--- config.mk ---
export PLATFORM = sky130hd
export DESIGN_NAME = pcab_range
export DESIGN_NICKNAME = d
export VERILOG_FILES = /design/src/hdl/point_cloud_angular_bin_range_scan_macros.svh /design/src/hdl/pcab_range.sv
export SDC_FILE = /design/constraint.sdc
export NUM_CORES = 2
export LEC_CHECK = 0
export BUFFER_PORTS_ARGS = -buffer_cell sky130_fd_sc_hd__buf_4
export CAP_MARGIN = 20
export CORE_UTILIZATION = 50
export DETAILED_ROUTE_END_ITERATION = 10
export PLACE_DENSITY = 0.66
export SKIP_LAST_GASP = 1
export SLEW_MARGIN = 15
export SYNTH_ARGS = -nofsm -noshare
export SYNTH_HDL_FRONTEND = slang
export SYNTH_SLANG_ARGS = --single-unit
--- constraint.sdc ---
create_clock -name clk -period 25.2 [get_ports clk]
set_input_delay 1.26 -clock clk [delete_from_list [all_inputs] [get_ports clk]]
set_output_delay 1.26 -clock clk [all_outputs]
set_load 0.01 [all_outputs]
--- src/hdl/point_cloud_angular_bin_range_scan_macros.svh ---
// assertion macros for the angular bin range scan
`ifndef POINT_CLOUD_ANGULAR_BIN_RANGE_SCAN_MACROS_SVH
`define POINT_CLOUD_ANGULAR_BIN_RANGE_SCAN_MACROS_SVH
`ifndef NO_ASSERTIONS
`define PCAB_ASSERT_IMP(label, clk, rst_n, ante, cons) \
    label: assert property (@(posedge clk) disable iff (!rst_n) (ante) |-> (cons)) \
        else $error("assertion failed");
`define PCAB_ASSERT_NEXT(label, clk, rst_n, ante, cons) \
    label: assert property (@(posedge clk) disable iff (!rst_n) (ante) |=> (cons)) \
        else $error("assertion failed");
`else
`define PCAB_ASSERT_IMP(label, clk, rst_n, ante, cons)
`define PCAB_ASSERT_NEXT(label, clk, rst_n, ante, cons)
`endif
`endif

--- src/hdl/pcab_range.sv ---
// mean by restoring division, squares, then bit-pair square root
module pcab_range #(
    parameter int COUNT_BITS = 16
) (
    input  logic                  clk,
    input  logic                  rst_n,
    input  logic                  start,
    input  logic signed [31:0]    sx,
    input  logic signed [31:0]    sy,
    input  logic [COUNT_BITS-1:0] n,
    output logic                  done,
    output logic [15:0]           range_mm
);
    typedef enum logic [2:0] {S_IDLE, S_DIV, S_SQX, S_SQY, S_ROOT, S_DONE} st_t;
    st_t         st_reg;
    logic [31:0] qx_reg, qy_reg, rx_reg, ry_reg, ax_reg, ay_reg;
    logic [COUNT_BITS-1:0] n_reg;
    logic [5:0]  cnt_reg;
    logic [63:0] v_reg, res_reg, bit_reg;
    logic [32:0] rxs, rys;
    logic [63:0] sum;
    logic [31:0] sq_op;
    logic [63:0] sq;

    assign rxs = {rx_reg, ax_reg[31]};
    assign rys = {ry_reg, ay_reg[31]};
    assign sum = res_reg + bit_reg;

    // one shared multiplier; the quotient magnitude squares to the mean squared
    assign sq_op = (st_reg == S_SQX) ? qx_reg : qy_reg;
    assign sq    = sq_op * sq_op;

    always_ff @(posedge clk or negedge rst_n)
    begin
        if (!rst_n)
        begin
            st_reg  <= S_IDLE;
            qx_reg  <= '0;
            qy_reg  <= '0;
            rx_reg  <= '0;
            ry_reg  <= '0;
            ax_reg  <= '0;
            ay_reg  <= '0;
            n_reg   <= '0;
            cnt_reg <= '0;
            v_reg   <= '0;
            res_reg <= '0;
            bit_reg <= '0;
        end
        else
        begin
            case (st_reg)
                S_IDLE:
                begin
                    if (start)
                    begin
                        ax_reg  <= sx[31] ? 32'(-sx) : sx;
                        ay_reg  <= sy[31] ? 32'(-sy) : sy;
                        n_reg   <= n;
                        rx_reg  <= '0;
                        ry_reg  <= '0;
                        cnt_reg <= '0;
                        st_reg  <= S_DIV;
                    end
                end
                S_DIV:
                begin
                    ax_reg <= ax_reg << 1;
                    ay_reg <= ay_reg << 1;
                    if (rxs >= 33'(n_reg))
                    begin
                        rx_reg <= 32'(rxs - 33'(n_reg));
                        qx_reg <= {qx_reg[30:0], 1'b1};
                    end
                    else
                    begin
                        rx_reg <= 32'(rxs);
                        qx_reg <= {qx_reg[30:0], 1'b0};
                    end
                    if (rys >= 33'(n_reg))
                    begin
                        ry_reg <= 32'(rys - 33'(n_reg));
                        qy_reg <= {qy_reg[30:0], 1'b1};
                    end
                    else
                    begin
                        ry_reg <= 32'(rys);
                        qy_reg <= {qy_reg[30:0], 1'b0};
                    end
                    cnt_reg <= cnt_reg + 6'd1;
                    if (cnt_reg == 6'd31) st_reg <= S_SQX;
                end
                S_SQX:
                begin
                    v_reg  <= sq;
                    st_reg <= S_SQY;
                end
                S_SQY:
                begin
                    v_reg   <= v_reg + sq;
                    res_reg <= '0;
                    bit_reg <= 64'd1 << 62;
                    st_reg  <= S_ROOT;
                end
                S_ROOT:
                begin
                    if (v_reg >= sum)
                    begin
                        v_reg   <= v_reg - sum;
                        res_reg <= (res_reg >> 1) + bit_reg;
                    end
                    else
                    begin
                        res_reg <= res_reg >> 1;
                    end
                    bit_reg <= bit_reg >> 2;
                    if (bit_reg[0]) st_reg <= S_DONE;
                end
                S_DONE: st_reg <= S_IDLE;
                default: st_reg <= S_IDLE;
            endcase
        end
    end

    assign done     = st_reg == S_DONE;
    assign range_mm = res_reg > 64'd65535 ? 16'hFFFF : res_reg[15:0];
endmodule

# Word level (Yosys, flattened, before mapping)
# Cells that the tools add are included.
# op_classes
add_sub_neg,9
n_mul,1
n_lt_le_gt_ge,4
eq_ne,10
muxes,26
n_reduce_logical,8
# ops
op,n
$mux 32,8
$pmux 32 s2,4
$pmux 64 s2,2
$pmux 64 s3,1
$add 64x64->64,2
$mux 64,2
$ge 33x16->1,2
$add 63x64->64,1
$ge 64x64->1,1
$gt 64x16->1 const B,1
$mul 32x32->64,1
$neg 32->32,2
$sub 32x16->32,2
$sub 64x64->64,1
$mux 16,1
$pmux 3 s5,1
$pmux 6 s2,1
$mux 3,3
$ne 2x2->1 const B,4
$add 6x1->6 const B,1
$eq 3x2->1 const B,2
$eq 3x3->1 const B,2
$eq 6x5->1 const B,1
$mux 6,1
7 further kinds,11
# word_totals
reg_bits,409
inputBits,83
output_inout_bits,17
word_cells,70

# Depth between registers and ports, before layout
# logic_depth
word_depth,5
mapped_depth,51
depth_no_buf,44

# Least setup slack after synthesis
# No wires, ideal clock.
# synth_path
path_type,flip-flop to flip-flop
from,register st_reg[2]
to,register v_reg[63]
setup_time_ps,129
t_arrival_ps,11164
t_required_ps,25071
slack_ps,13907
path_stages_with_launch,47
n_path_buf,7
period_less_slack_ps,11293
cell_sequence,dfrtp_1 clkbuf_1 nand2b_1 nor2_1 buf_1 clkbuf_1 buf_2 mux2i_1 clkbuf_1 clkbuf_1 nor2_1 fa_1 fa_1 fa_1 inv_1 fa_1 inv_1 fa_1 [... 11 more ...] a21oi_1 nand3_1 nand2_1 xor2_1 ha_1 clkbuf_1 nand4_1 nor3_1 nand2_1 o31ai_1 a211oi_1 o41ai_1 a31oi_1 o311ai_1 nand2_1 xnor2_1 o22ai_1 a21oi_1
# synth_via
elab_chain_cells,5
elab_cells_between_ends,10
classes_between,add/sub: 1; mul: 1; eq/ne: 4; mux: 2; reduce/logical: 2
# synth_rtl
item,line_no,rtl
"start, declared",pcab_range.sv:15,st_t st_reg;
"start signal, assigned",pcab_range.sv:37,st_reg <= S_IDLE;
"start signal, assigned",pcab_range.sv:63,st_reg <= S_DIV;
"start signal, assigned",pcab_range.sv:91,if (cnt_reg == 6'd31) st_reg <= S_SQX;
$eq 3x2->1,"pcab_range.sv:30, pcab_range.sv:52",
$mux 32,pcab_range.sv:30,assign sq_op = (st_reg == S_SQX) ? qx_reg : qy_reg;
$mul 32x32->64,pcab_range.sv:31,assign sq = sq_op * sq_op;
$add 64x64->64,pcab_range.sv:100,v_reg <= v_reg + sq;
$pmux 64 s3,pcab_range.sv:52,case (st_reg)
"end signal, assigned",pcab_range.sv:95,v_reg <= sq;
"end signal, assigned",pcab_range.sv:100,
"end signal, assigned",pcab_range.sv:109,v_reg <= v_reg - sum;
"end, declared",pcab_range.sv:19,"logic [63:0] v_reg, res_reg, bit_reg;"
# Parallel ways exist; a longest one is shown, timed or not.
# A chain may end at the register's enable or synchronous reset.

# Final worst setup path
# Ends and elaborated chain as after synthesis.

==> flow_summary.json <==
{
  "start_kind": "register",
  "synth_largest_area_cell": "fa_1",
  "fp-row-count": 126,
  "rsz0062_at_grt": "false",
  "io_pins": 100,
  "cts.repair.resized": 0,
  "insertedDiodeCount": 0,
  "holdWs_ns": 0.480,
  "setup_viol": 0,
  "synth-async-reset-ratio_pct": 100,
  "viasPerCell": 5.76,
  "core_area_sq_um": 118000,
  "worst-setup-path-type": "register to register",
  "grt_pass1_wl_mm": 279,
  "die-area_sq_um": 120000,
  "synth_top_cell_area_share_pct": 26.7,
  "htreeDepth": 2,
  "place.port_buffers": 99,
  "track_usage_pct": 29.3,
  "vdd_drop_max_mv": 0.169,
  "die_h_um": 347,
  "hold_violations": 0,
  "synth_warnings": 0,
  "clockBufferDepth": 3,
  "final_common_cell": "inv_1",
  "synth_cell_type_count": 86,
  "drv_slew": 0,
  "n_fill_cell": 10900,
  "syn_area_sq_um": 59600,
  "max_freq_mhz": 78.5,
  "worst_ep_required_time_ns": 25.69,
  "antenna_found_initial": 0,
  "post-cts-setup-buffers": 0,
  "syn_nets": 8423,
  "drtIter0Drc": 3839,
  "grt_overflow": 0,
  "p_per_area_nw_per_um2": 120,
  "cp_slowest_cell": "clkinv_1",
  "grt_pass1_vias": 49800,
  "mostFrequentLayoutCells": "inv_1, nand2_1, fa_1, nor2_1, ha_1",
  "crit_path_frequent_cell": "fa_1",
  "clockRootBuffer": "clkbuf_16",
  "hold_path.class": "register to register",
  "syn_area_per_cell_sq_um": 8.48,
  "synthTopCellsByArea": "fa_1, dfrtp_1, ha_1",
  "yosysSeqAreaShare_pct": 15.8,
  "initial_utilization_pct": 50.4,
  "min_period_ns": 12.74,
  "power_leakage_uw": 0.0326,
  "path_clk_slew_ns": 0.07,
  "cts_tree": "yes",
  "grt_max_degree": 106,
  "worstPathArrival_ns": 13.24,
  "hpwl_mm": 135,
  "wl_mm": 173,
  "skew_ns": 0.0787,
  "endpoint_kind": "register",
  "insertion_delay_ns": 0.64,
  "cpPeakStageDelay_ns": 0.92,
  "setup_tns_ns": 0,
  "drv_cap": 0,
  "cts_made_buffers": 48,
  "layout-drive-gt1-share_pct": 4.80,
  "critPathMaxFanout": 39,
  "final_nets": 8295,
  "layout_worst_path_cycle_share_pct": 50.6,
  "clock-sinks": 377,
  "die-width_um": 347,
  "vias": 48800,
  "drtPass1Iterations": 6,
  "ant_nets": 0,
  "area_growth_pct": 6.14,
  "drt-wirelength-per-cell_um": 20.4,
  "synth_ff_type": "dfrtp_1",
  "drcViolationCount": 0,
  "slew_headroom_pct": 26.9,
  "place.gp.congestion": 0.984,
  "postCtsHoldBufs": 0,
  "synth_cells": 7022,
  "synth_edf_count": 0,
  "synth_seq_cells": 377,
  "worst_pin_slew_ns": 1.10,
  "outcome": "finished clean"
}
==> cell type report <==
class                           count  area [sq um]  share of cell area (%)
Timing Repair Buffer              156          1200                    1.90
Inverter                         1090          4090                    6.47
Clock buffer                       60          1340                    2.11
Multi-Input combinational cell   5221         44900                    71.0
Tap cell                         1536          1920                    3.04
Sequential cell                   377          9430                    14.9
Clock inverter                     29           345                   0.546
==> routing by layer <==
metal	up-vias	track usage [%]	routed length, um
met5	-	0	0
met3	271	4.76	13200
met1	24100	41.5	76200
met2	1609	46.0	78200
met4	0	8.50	5550
li1	22800	-	-
==> through the flow <==
stage                     total power, uW  utilization, %  setup WS, ns  instance area, sq um  instances
after floorplan                      5110               -         13.91                 59600       7022
after global placement               6660            52.1         12.81                 61500       8379
after detailed placement             6680            52.1         12.69                 61500       8379
after CTS                            7500            53.5         12.59                 63200       8468
after global routing                 8230            53.5         11.81                 63200       8469
final                                7570            53.5         12.46                 63200       8469
==> power breakdown <==
group	total, uW	switching (uW)	leakage [uW]	internal (uW)
sequential	988	185	0.00496	802
combinational	5840	3650	0.0268	2190
clock	736	305	0.000826	431
total	7570	4140	0.0326	3430
==> synth_stat cells (23+ instances only) <==
master / n
or3_1: 23
a21o_1: 158
xnor2_1: 197
ha_1: 523
a221oi_1: 26
clkbuf_1: 292
mux2i_1: 40
inv_1: 1084
nand3_1: 55
nand2b_1: 54
fa_1: 795
a21oi_1: 345
a22oi_1: 77
nor2b_1: 47
nor3_1: 59
and2_1: 25
a22o_1: 38
nand2_1: 883
xor2_1: 240
nand4_1: 93
nor2_1: 536
o21a_1: 24
o21ai_0: 426
o22ai_1: 28
a31oi_1: 86
o31ai_1: 30
dfrtp_1: 377
o21bai_1: 64
nor4_1: 33
and3_1: 37
==> critical path, delay by kind of cell, from the launching register on <==
kind	cells	cell delay, ns
AO/OA/AOI/OAI	14	3.07
XOR/XNOR	2	0.59
adder cells (fa/ha/maj)	10	4.96
buffers and inverters	4	1.59
flip-flops	1	0.46
multiplexers	1	0.61
AND/OR/NAND/NOR	5	1.18
==> kinds of logic (layout without fill, tap and decap cells) <==
family                     after synthesis  count (layout)  synth area share, %
AOI/OAI and AO/OA                     1492            1492                 15.8
xor gates and xnor gates               437             437                 6.43
adders and majority gates             1318            1318                 37.7
buffers and inverters                 1424            1335                 9.05
DFF                                    377             377                 15.8
muxes                                   61              61                 1.07
and+or+nand+nor                       1913            1913                 14.1
==> worst paths after layout <==
path                            start         end  slack [ns]  cells after the start
setup / recovery            st_reg[2]   v_reg[63]       12.46                     36
hold / removal             qy_reg[10]  qy_reg[11]        0.48                      2
setup reg to reg            st_reg[2]   v_reg[63]       12.46                     36
hold reg to reg            qy_reg[10]  qy_reg[11]        0.48                      2
max in group asynchronous       rst_n   v_reg[18]       22.07                      3
min in group asynchronous       rst_n   ax_reg[0]        0.63                      1
Note: power is estimated with default switching activity, not from simulation.
