`src/hdl/point_cloud_angular_bin_range_scan_macros.svh`:
```
// assertion macros for the angular bin range scan
`ifndef POINT_CLOUD_ANGULAR_BIN_RANGE_SCAN_MACROS_SVH
`define POINT_CLOUD_ANGULAR_BIN_RANGE_SCAN_MACROS_SVH
`ifndef NO_ASSERTIONS
`define PCAB_ASSERT_IMP(label, clk, rst_n, ante, cons) \
    label: assert property (@(posedge clk) disable iff (!rst_n) (ante) |-> (cons)) \
        else $error("assertion failed");
`define PCAB_ASSERT_NEXT(label, clk, rst_n, ante, cons) \
    label: assert property (@(posedge clk) disable iff (!rst_n) (ante) |=> (cons)) \
        else $error("assertion failed");
`else
`define PCAB_ASSERT_IMP(label, clk, rst_n, ante, cons)
`define PCAB_ASSERT_NEXT(label, clk, rst_n, ante, cons)
`endif
`endif

```
`src/hdl/pcab_pkg.sv`:
```
package pcab_pkg;
    localparam int CORDIC_STEPS = 18;
    localparam int ANG_ONE = 65536;
    localparam int ANG_BITS = 28;

    typedef enum logic {
        OP_ACCUM   = 1'b0,
        OP_READOUT = 1'b1
    } op_t;

    function automatic logic signed [ANG_BITS-1:0] atan_q16(input logic [4:0] i);
        case (i)
            5'd0:  atan_q16 = 28'sd2949120;
            5'd1:  atan_q16 = 28'sd1740967;
            5'd2:  atan_q16 = 28'sd919879;
            5'd3:  atan_q16 = 28'sd466945;
            5'd4:  atan_q16 = 28'sd234379;
            5'd5:  atan_q16 = 28'sd117304;
            5'd6:  atan_q16 = 28'sd58666;
            5'd7:  atan_q16 = 28'sd29335;
            5'd8:  atan_q16 = 28'sd14668;
            5'd9:  atan_q16 = 28'sd7334;
            5'd10: atan_q16 = 28'sd3667;
            5'd11: atan_q16 = 28'sd1833;
            5'd12: atan_q16 = 28'sd917;
            5'd13: atan_q16 = 28'sd458;
            5'd14: atan_q16 = 28'sd229;
            5'd15: atan_q16 = 28'sd115;
            5'd16: atan_q16 = 28'sd57;
            5'd17: atan_q16 = 28'sd29;
            default: atan_q16 = '0;
        endcase
    endfunction
endpackage

```
`src/hdl/pcab_cordic.sv`:
```
// iterative vectoring cordic, one step per cycle, returns clamped bin
module pcab_cordic #(
    parameter int COORD_BITS = 16
) (
    input  logic                         clk,
    input  logic                         rst_n,
    input  logic                         start,
    input  logic signed [COORD_BITS-1:0] x,
    input  logic signed [COORD_BITS-1:0] y,
    output logic                         done,
    output logic signed [10:0]           bin
);
    import pcab_pkg::*;
    localparam int VB = COORD_BITS + 20;

    logic signed [VB-1:0]       cx_reg, cy_reg;
    logic signed [ANG_BITS-1:0] z_reg, lo_reg, hi_reg;
    logic [4:0]                 step_reg;
    logic                       busy_reg, done_reg;
    logic signed [VB-1:0]       dx, dy;
    logic signed [COORD_BITS:0] ex, ey;
    logic signed [ANG_BITS-1:0] lo_n, hi_n, zc, zb;

    assign ex = {x[COORD_BITS-1], x};
    assign ey = {y[COORD_BITS-1], y};
    assign dx = cy_reg >>> step_reg;
    assign dy = cx_reg >>> step_reg;

    // octant bounds in whole degrees, shifted to q16 at the clamp
    always_comb
    begin
        if (ey < 0)
        begin
            if (ex + ey < 0) begin lo_n = -28'sd90; hi_n = -28'sd45; end
            else begin lo_n = -28'sd45; hi_n = 28'sd0; end
        end
        else if (ex > 0)
        begin
            if (ex > ey) begin lo_n = 28'sd0; hi_n = 28'sd45; end
            else begin lo_n = 28'sd45; hi_n = 28'sd90; end
        end
        else
        begin
            if (ex + ey > 0) begin lo_n = 28'sd90; hi_n = 28'sd135; end
            else begin lo_n = 28'sd135; hi_n = 28'sd180; end
        end
    end

    // clamp and bin
    always_comb
    begin
        zc = z_reg;
        if (zc < (lo_reg <<< 16)) zc = lo_reg <<< 16;
        if (zc > (hi_reg <<< 16) - 28'sd1) zc = (hi_reg <<< 16) - 28'sd1;
        zb = zc + 28'sd5898240;
    end

    always_ff @(posedge clk or negedge rst_n)
    begin
        if (!rst_n)
        begin
            busy_reg <= 1'b0;
            done_reg <= 1'b0;
            step_reg <= '0;
            cx_reg   <= '0;
            cy_reg   <= '0;
            z_reg    <= '0;
            lo_reg   <= '0;
            hi_reg   <= '0;
        end
        else
        begin
            done_reg <= 1'b0;
            if (start)
            begin
                busy_reg <= 1'b1;
                step_reg <= '0;
                lo_reg   <= lo_n;
                hi_reg   <= hi_n;
                if (ex <= 0)
                begin
                    cx_reg <= VB'(ey) <<< 16;
                    cy_reg <= -(VB'(ex) <<< 16);
                    z_reg  <= 28'sd5898240;
                end
                else
                begin
                    cx_reg <= VB'(ex) <<< 16;
                    cy_reg <= VB'(ey) <<< 16;
                    z_reg  <= '0;
                end
            end
            else if (busy_reg)
            begin
                if (cy_reg >= 0)
                begin
                    cx_reg <= cx_reg + dx;
                    cy_reg <= cy_reg - dy;
                    z_reg  <= z_reg + atan_q16(step_reg);
                end
                else
                begin
                    cx_reg <= cx_reg - dx;
                    cy_reg <= cy_reg + dy;
                    z_reg  <= z_reg - atan_q16(step_reg);
                end
                step_reg <= step_reg + 5'd1;
                if (step_reg == 5'(CORDIC_STEPS - 1))
                begin
                    busy_reg <= 1'b0;
                    done_reg <= 1'b1;
                end
            end
        end
    end

    assign done = done_reg;
    assign bin  = 11'(zb >>> 16);
endmodule

```
`config.mk`:
```
export PLATFORM = sky130hd
export DESIGN_NAME = pcab_cordic
export DESIGN_NICKNAME = d
export VERILOG_FILES = /design/src/hdl/point_cloud_angular_bin_range_scan_macros.svh /design/src/hdl/pcab_pkg.sv /design/src/hdl/pcab_cordic.sv
export SDC_FILE = /design/constraint.sdc
export NUM_CORES = 1
export LEC_CHECK = 0
export ABC_AREA = 1
export BUFFER_PORTS_ARGS = -buffer_cell sky130_fd_sc_hd__buf_2
export CORE_MARGIN = 4
export CORE_UTILIZATION = 30
export CTS_CLUSTER_SIZE = 16
export DETAILED_ROUTE_END_ITERATION = 8
export SYNTH_ARGS = -nofsm -noshare
export SYNTH_HDL_FRONTEND = slang
export SYNTH_SLANG_ARGS = --single-unit
```
`constraint.sdc`:
```
create_clock -name clk -period 8.3 [get_ports clk]
set_input_delay 0.415 -clock clk [delete_from_list [all_inputs] [get_ports clk]]
set_output_delay 0.415 -clock clk [all_outputs]
set_load 0.01 [all_outputs]
```
Yosys cells after proc, flatten, opt, wreduce, memory -nomap -nowiden
Memory sizes are Yosys's and may differ from the RTL's.
Cells that the tools add are included.
W data, S select, Z words.
{"block": "classes", "order_cmp": 9, "add_sub_neg": 11, "n_reduce_logical": 1, "mux": 38, "n_eq_ne": 1, "n_shift": 2}
{"cell": "$mux W36", "n": 8}
{"cell": "$mux W28", "n": 10}
{"cell": "$add A36 B36 Y36", "n": 2}
{"cell": "$sshr A36 B5 Y36", "n": 2}
{"cell": "$sub A36 B36 Y36", "n": 2}
{"cell": "$mux W12", "n": 4}
{"cell": "$ge A36 B1 Y1 const B", "n": 1}
{"cell": "$neg A32 Y36", "n": 1}
{"cell": "$add A28 B28 Y28", "n": 1}
{"cell": "$gt A28 B28 Y1", "n": 1}
{"cell": "$lt A28 B28 Y1", "n": 1}
{"cell": "$sub A28 B2 Y28 const B", "n": 1}
{"cell": "$sub A28 B28 Y28", "n": 1}
{"cell": "$add A27 B24 Y27 const B", "n": 1}
{"cell": "$mux W27", "n": 1}
{"cell": "$mux W23", "n": 1}
{"cell": "$add A16 B16 Y17", "n": 1}
{"cell": "$gt A17 B1 Y1 const B", "n": 1}
{"cell": "$lt A17 B1 Y1 const B", "n": 1}
{"cell": "$gt A16 B1 Y1 const B", "n": 1}
{"cell": "$gt A16 B16 Y1", "n": 1}
{"cell": "$le A16 B1 Y1 const B", "n": 1}
{"cell": "$lt A16 B1 Y1 const B", "n": 1}
{"cell": "$mux W8", "n": 2}
{"cell": "other kinds (7)", "n": 15}
{"block": "word_totals", "romBits": 1408, "regBits": 131, "n_memories": 2, "inputBits": 35}
{"memory": "(name not given)", "words": 32, "word_bits": 22, "read_ports": 1, "rd_ports_with_merged_regs": 0, "wr": 0, "line": "pcab_pkg.sv:12", "source": "case (i)"}
{"memory": "(name not given)", "words": 32, "word_bits": 22, "read_ports": 1, "rd_ports_with_merged_regs": 0, "wr": 0, "line": "pcab_pkg.sv:12"}

Logic depth before layout (Yosys ltp)
Gate-level depths: netlist of the first run.
{"block": "logic_depth", "depth_word": 8, "ltp_mapped": 41}

Worst setup path after synthesis of the first run
Ideal clock, no wire load.
{"block": "synth_timing", "kind": "register -> register", "start": "register step_reg[0]", "end": "register cy_reg[28]", "slack_ps": 3620, "t_arrival_ps": 4557, "n_path_buf": 2, "setup_ps": 123, "t_required_ps": 8177, "path_stages_with_launch": 35, "cell_sequence": "dfrtp_1 buf_6 buf_8 o21ai_1 nand2_1 o21ai_1 nand2_1 o21ai_0 mux2i_1 or2_2 nand2_1 inv_1 ha_1 or2_2 o21ai_0 inv_1 fa_1 o21ai_0 a21oi_1 inv_1 nand2_1 nand2_1 nand2_1 nand2_1 nand2_1 nand2_1 nand3_1 nand2_1 a21boi_0 o21ai_0 nand2_1 nand2_1 xor2_1 o21ai_0 nand2_1"}
{"block": "synth_via", "elab_chain_cells": 5, "elab_cells_between_ends": 6}
{"item": "start, declared", "line": "pcab_cordic.sv:18", "source": "logic [4:0] step_reg;"}
{"item": "start signal, assigned", "line": "pcab_cordic.sv:107", "source": "step_reg <= step_reg + 5'd1;"}
{"item": "$sshr A36 B5 Y36 (*)", "line": "pcab_cordic.sv:27", "source": "assign dy = cx_reg >>> step_reg;"}
{"item": "$add A36 B36 Y36 / $sub A36 B36 Y36 (equally long branches)", "line": "pcab_cordic.sv:104, pcab_cordic.sv:98"}
{"item": "$mux W36 (*)", "line": "pcab_cordic.sv:95", "source": "if (cy_reg >= 0)"}
{"item": "$mux W36 (*)", "line": "pcab_cordic.sv:93", "source": "else if (busy_reg)"}
{"item": "$mux W36 (*)", "line": "pcab_cordic.sv:74", "source": "if (start)"}
{"item": "end signal, assigned", "line": "pcab_cordic.sv:83", "source": "cy_reg <= -(VB'(ex) <<< 16);"}
{"item": "end signal, assigned", "line": "pcab_cordic.sv:98", "source": "cy_reg <= cy_reg - dy;"}
{"item": "end signal, assigned", "line": "pcab_cordic.sv:104", "source": "cy_reg <= cy_reg + dy;"}
{"item": "end, declared", "line": "pcab_cordic.sv:16", "source": "logic signed [VB-1:0] cx_reg, cy_reg;"}
Mark *: on every way between the ends. The rest lies on a longest branch, timed or not. The select of a mux whose other input is x is not followed.
A chain may end at the register's enable or synchronous reset.

Worst setup path in the final report of the first run
{"block": "layout_timing", "start": "register step_reg[0]", "end": "register cy_reg[31]"}
The elaborated chain is that of the path after synthesis.

==> metrics, run 1 <==
Synth cell types 74; Buffers on Ports 46; Synth Flop Type dfrtp_1; Critical Path AT between 7000 and 8000 ps; Crit. End Element flip-flop; Yosys warnings 0; reg2reg start step_reg[0]; clk_skew approximately 12 ps; Final Cycle Share about nine tenths; PostCTS Resize Cnt 0; post-DP HPWL 52000 um; Worst Tran Pin Value around 1200 ps; Sink Count about 120; layout cells sized above 1 ~7.3%; synthesized cell area 19000 um^2; GR Overflow Total 0; Synth async-reset ratio between 90% and 100%; final setup TNS 0 ps; max_cap viols 0; Final ANT Viol Nets 0; pin count of the biggest net entering global routing 76; Max Buffers Root-to-Sink 2; # IOs 47; Slowest cell on crit path nor4_1; number of enable flip-flop cells after synthesis 0; Startpoint Class flip-flop; via count just over 20k; Hold WC Path Type in -> reg; detailed router's first-iteration violation count between 2k and 2.5k; Layout Nets 3240; most used cell, CP nand2_1; Mapped Avg Cell Area 6.19 um^2; TritonCTS buffer count 17; Vert. Die Dim 260 um; vias in the first global route 18.6k; post-synthesis sequential area ratio around 16%; CP Max Fanout 75; final setup violation count 0; outcome finished, final reports clean; GPL Wtd Cong 0.982; cells after synthesis just over 3k; DR WL/cell between 15 and 20 um; CP Data Required Time 8690 ps; Row Count a little over 90; Die X about 260 um; Final Slew Violations 0; htree depth 4; unrepaired setup endpoints after global routing false; slew margin rel. a little under a fifth; GRT Overall Usage 19.1%; root buf cell clkbuf_16; Slowest Stage Delay on Critical Path 860 ps; Initial DRT Pass Iterations 6; Critical Path Source step_reg[0]; Diodes inserted 0; DRC 0; min cycle time layout roughly 7400 ps; CTS tree built; vias per std cell about 5.2; final wirelength around 65000 um; hold_sp y[4]; initial antenna violation count 0; first-pass GRT wire length 103000 um; kind of critical path reg -> reg; Synth Register Bits about 120; fmax roughly 0.14 GHz; Worst-Skew Late Latency approximately 470 ps; Worst-path clk slew 70 ps; Area Overhead vs Synth 7.79%; Core Footprint between 60000 and 70000 um^2; Die ar. between 60000 and 70000 um^2; Starting Density between 30 and 40%; syn nets approximately 3.3k; final hold violation count 0
per-layer routing:
metal | global-route usage [%] | up-vias | wire, um
li1 | - | 10236 | -
met1 | 26.5 | 9312 | 30500
met2 | 31.2 | 583 | 29600
met3 | 2.01 | 78 | 3370
met4 | 6.01 | 0 | 1830
met5 | 0 | - | 0
worst max-delay path: cells and delay by family, from the launching register on:
kind	cells	cell delay, ps
xor gates and xnor gates	2	230
AOI/OAI and AO/OA	6	1260
DFF	1	720
adders and majority gates	2	690
buffers and inverters	4	970
and+or+nand+nor	23	3370
placed cells by master, fill, tap and decap left out, types with 34 or more instances in the layout:
master,n
nand3_1,135
o21ai_0,224
a21oi_1,218
xnor2_1,55
dfrtp_1,117
inv_1,345
xor2_1,97
ha_1,164
nor3_1,39
o21ai_1,134
nor2_1,227
o22ai_1,40
buf_2,45
nand2_1,770
or2_2,34
metrics by stage:
| stage | instance area, um^2 | utilization [%] | hold WS [ps] | instances | worst slack, ps |
|---|---|---|---|---|---|
| after CTS | 20500 | 32.6 | 289 | 3896 | 1290 |
| after detailed placement | 19800 | 31.6 | 469 | 3863 | 1340 |
| after global placement | 19800 | 31.6 | 469 | 3863 | 1300 |
| final | 20500 | 32.6 | 306 | 3896 | 902 |
| after floorplan | 19000 | - | 119 | 3073 | 3620 |
| after global routing | 20500 | 32.6 | 316 | 3896 | 391 |
final cells by class:
| type | count | area (um^2) |
|---|---|---|
| Timing Repair Buffer | 65 | 382 |
| Sequential cell | 122 | 3060 |
| Inverter | 367 | 1380 |
| Clock inverter | 15 | 214 |
| Tap cell | 846 | 1060 |
| Multi-Input combinational cell | 2464 | 14000 |
| Clock buffer | 17 | 425 |
| Fill cell | 7067 | 42400 |
worst paths after layout:
path                                    to  slack [ps]  cells after the start
worst max-delay path            cy_reg[31]         900                     37
worst min-delay path            cx_reg[20]         310                      3
worst max register to register  cy_reg[31]         900                     37
worst min register to register   z_reg[14]         530                      2
max in group asynchronous       cy_reg[35]        6350                      3
min in group asynchronous        cx_reg[7]         570                      2
kinds of logic after synthesis:
kind of cell,after synthesis,share of synthesized area [%]
compound gates,797,23.9
xor+xnor,153,7.09
flops,122,16.1
simple gates,1321,29.9
mux,25,1.32
fa+ha+maj,168,11.2
buf+inv,487,10.5
synth_stat cells (4+ instances only):
master / number / area share, %
or2_2: 34 / 1.1
nand3b_1: 7 / 0.28
clkinv_1: 9 / 0.18
buf_1: 20 / 0.39
buf_4: 6 / 0.24
clkbuf_1: 49 / 0.97
nand2_1: 770 / 15
nor2_2: 17 / 0.56
nand3_1: 135 / 3.6
inv_1: 347 / 6.9
a31oi_1: 30 / 0.99
o21ai_0: 224 / 5.9
nor2_1: 230 / 4.5
dfrtp_1: 122 / 16
nand4_1: 28 / 0.92
nand3_2: 6 / 0.32
nand2_2: 15 / 0.49
o221ai_1: 11 / 0.51
o21ai_2: 16 / 0.74
nor3_1: 39 / 1.0
fa_1: 4 / 0.42
xnor2_1: 55 / 2.5
buf_2: 31 / 0.82
mux2i_1: 25 / 1.3
buf_6: 13 / 0.77
a21oi_1: 218 / 5.7
nor4_1: 13 / 0.43
a211oi_1: 6 / 0.24
a21o_1: 12 / 0.47
a21boi_0: 10 / 0.39
a22o_1: 11 / 0.51
ha_1: 164 / 11
o31ai_1: 7 / 0.28
xor2_1: 97 / 4.5
o211ai_1: 25 / 0.99
a32o_1: 4 / 0.21
or2_1: 7 / 0.23
inv_2: 11 / 0.22
o21bai_1: 4 / 0.16
o22ai_1: 40 / 1.3
a22oi_1: 7 / 0.28
o21a_1: 16 / 0.63
o21ai_1: 134 / 3.5
what timing repair did:
| action | 4_1_cts | 5_1_grt |
|---|---|---|
| setup buffers | 0 | 0 |
| hold endpoints to repair | 42 | 0 |
| hold buffers | 1 | 0 |
Power of run 1 is left out: the tool's default activity adds up to more than one toggle a clock period on the data nets, which glitch-free logic cannot reach.
==> inputs of run 2 (changes only) <==
--- a/config.mk
+++ b/config.mk
@@ -7,6 +7,7 @@
 export LEC_CHECK = 0
 export ABC_AREA = 1
 export BUFFER_PORTS_ARGS = -buffer_cell sky130_fd_sc_hd__buf_2
+export CORE_ASPECT_RATIO = 1.4
 export CORE_MARGIN = 4
 export CORE_UTILIZATION = 30
 export CTS_CLUSTER_SIZE = 16
==> run 2 against run 1 <==
The run now ends with hold timing left; die area barely moved; utilization rose by 0.093 points; critical path depth fell by 6; clock-buffer cell count did not move; non-clock buffer count rose by 2; via count fell by 0.61%; worst setup slack improved by 670 ps.
==> metrics, run 2 (synthesis gave the netlist of run 1 again) <==
outcome complete, but fails checks; failing checks hold timing; unrepaired setup endpoints after global routing false; Final Cycle Share between 80% and 90%; Core Footprint 62400 um^2; CP Max Fanout 67; Sink Count ~120; multi-input logic area about 14000 um^2; Startpoint Class flip-flop; layout cells sized above 1 ~7.4%; min cycle time layout approximately 6700 ps; most common cell after layout, fill and taps aside nand2_1; CP Data Required Time just under 9000 ps; TritonCTS buffer count 17; vias per std cell approximately 5.2; initial antenna violation count 0; Post-CTS Setup Bufs 0; vias in the first global route around 20k; DRC 0; Crit. End Element flip-flop; Area Overhead vs Synth 7.37%; FF/Latch Area approximately 3100 um^2; GPL Wtd Cong about 0.95; Row Count 108; CTS tree built; # IOs 47; detailed router's first-iteration violation count between 1k and 1.5k; pin count of the biggest net entering global routing 80; Worst-path clk slew 70 ps; Layout Nets about 3.2k; final setup TNS 0 ps; Slowest cell on crit path dfrtp_4; clk_skew 17.2 ps; GR Overflow Total 0; most frequent cells in the layout nand2_1, inv_1, nor2_1; Critical Path AT about 7100 ps; via count roughly 20k; post-DP HPWL between 50000 and 60000 um; Die ar. between 60000 and 70000 um^2; Final ANT Viol Nets 0; Max Buffers Root-to-Sink 2; fmax 0.149 GHz; kind of critical path reg -> reg; max_cap viols 0; htree depth 4; root buf cell clkbuf_16; final hold violation count 11; Buffers on Ports 46; final wirelength 67200 um; final setup violation count 0; most used cell, CP nand2_1; Worst Tran Pin Value 1120 ps; Vert. Die Dim about 310 um; Worst-Skew Late Latency 470 ps; Hold WC Path Type in -> async; Fill cells 7049; Initial DRT Pass Iterations 5; slew margin rel. approximately 25%; post-layout util approximately a third; Diodes inserted 0; GRT Overall Usage between 15 and 20%; DR WL/cell 17.3 um; WHS -42.9 ps; first-pass GRT wire length roughly 110000 um; Starting Density 30.5%; cts hold-fix bufs 0; Slowest Stage Delay on Critical Path slightly below 900 ps; PostCTS Resize Cnt 0; Die X ~220 um; Final Slew Violations 0
## run 2: cell count changes in the layout (fill, tap and decap cells not counted), sizes merged
| cell | change |
|---|---|
| inv | +6 |
| bufinv | -4 |
| buf | +3 |
| clkinv | -3 |
| clkinvlp | +1 |
| dlygate4sd3 | -1 |
## run 2: layout make-up
type	instances	share of cell area [%]
Clock inverter	15	0.736
Tap cell	825	5.06
Inverter	367	6.75
Clock buffer	17	2.08
Sequential cell	122	15.0
Multi-Input combinational cell	2464	68.5
Timing Repair Buffer	67	1.93
## run 2: path summary, 6_finish.rpt
| kind | end | cells after the start | slack [ps] | from |
|---|---|---|---|---|
| setup / recovery | cy_reg[25] | 31 | 1570 | step_reg[0] |
| setup reg to reg | cy_reg[25] | 31 | 1570 | step_reg[0] |
| hold / removal | cx_reg[14] | 1 | -40 | rst_n |
| min in group clk | cx_reg[20] | 3 | 290 | y[4] |
| max in group asynchronous | cy_reg[35] | 2 | 7180 | rst_n |
| hold reg to reg | z_reg[14] | 2 | 540 | z_reg[14] |
## run 2: routing by layer
metal  part of all wire, %  wire length (um)  track usage, %  vias to the layer above
li1                      -                 -               -                    10245
met1                    39             26000            22.0                     9128
met2                    49             33000            34.7                      519
met3                   4.0              2670            2.09                      194
met4                   8.3              5570            13.9                        0
met5                     0                 0               0                        -
## run 2: worst max-delay path: cells and delay by family (launching register included)
family                   cells  cell delay, ps
AO/OA/AOI/OAI                7            1710
XOR/XNOR                     1             140
buffers and inverters        5             930
multiplexers                 1             140
flip-flops                   1             870
AND/OR/NAND/NOR             15            2190
adder cells (fa/ha/maj)      2             640
## run 2: stage by stage
step           setup slack, ps  area [um^2]  hold WS (ps)  instances
2_1_floorplan             3620        19000           119       3073
3_3_place_gp              1840        19800           501       3845
3_5_place_dp              1800        19800           507       3845
4_1_cts                   1770        20400          5.08       3877
5_1_grt                    942        20400          34.0       3877
6_report                  1570        20400         -42.9       3877
Power of run 2 is left out for the same reason.
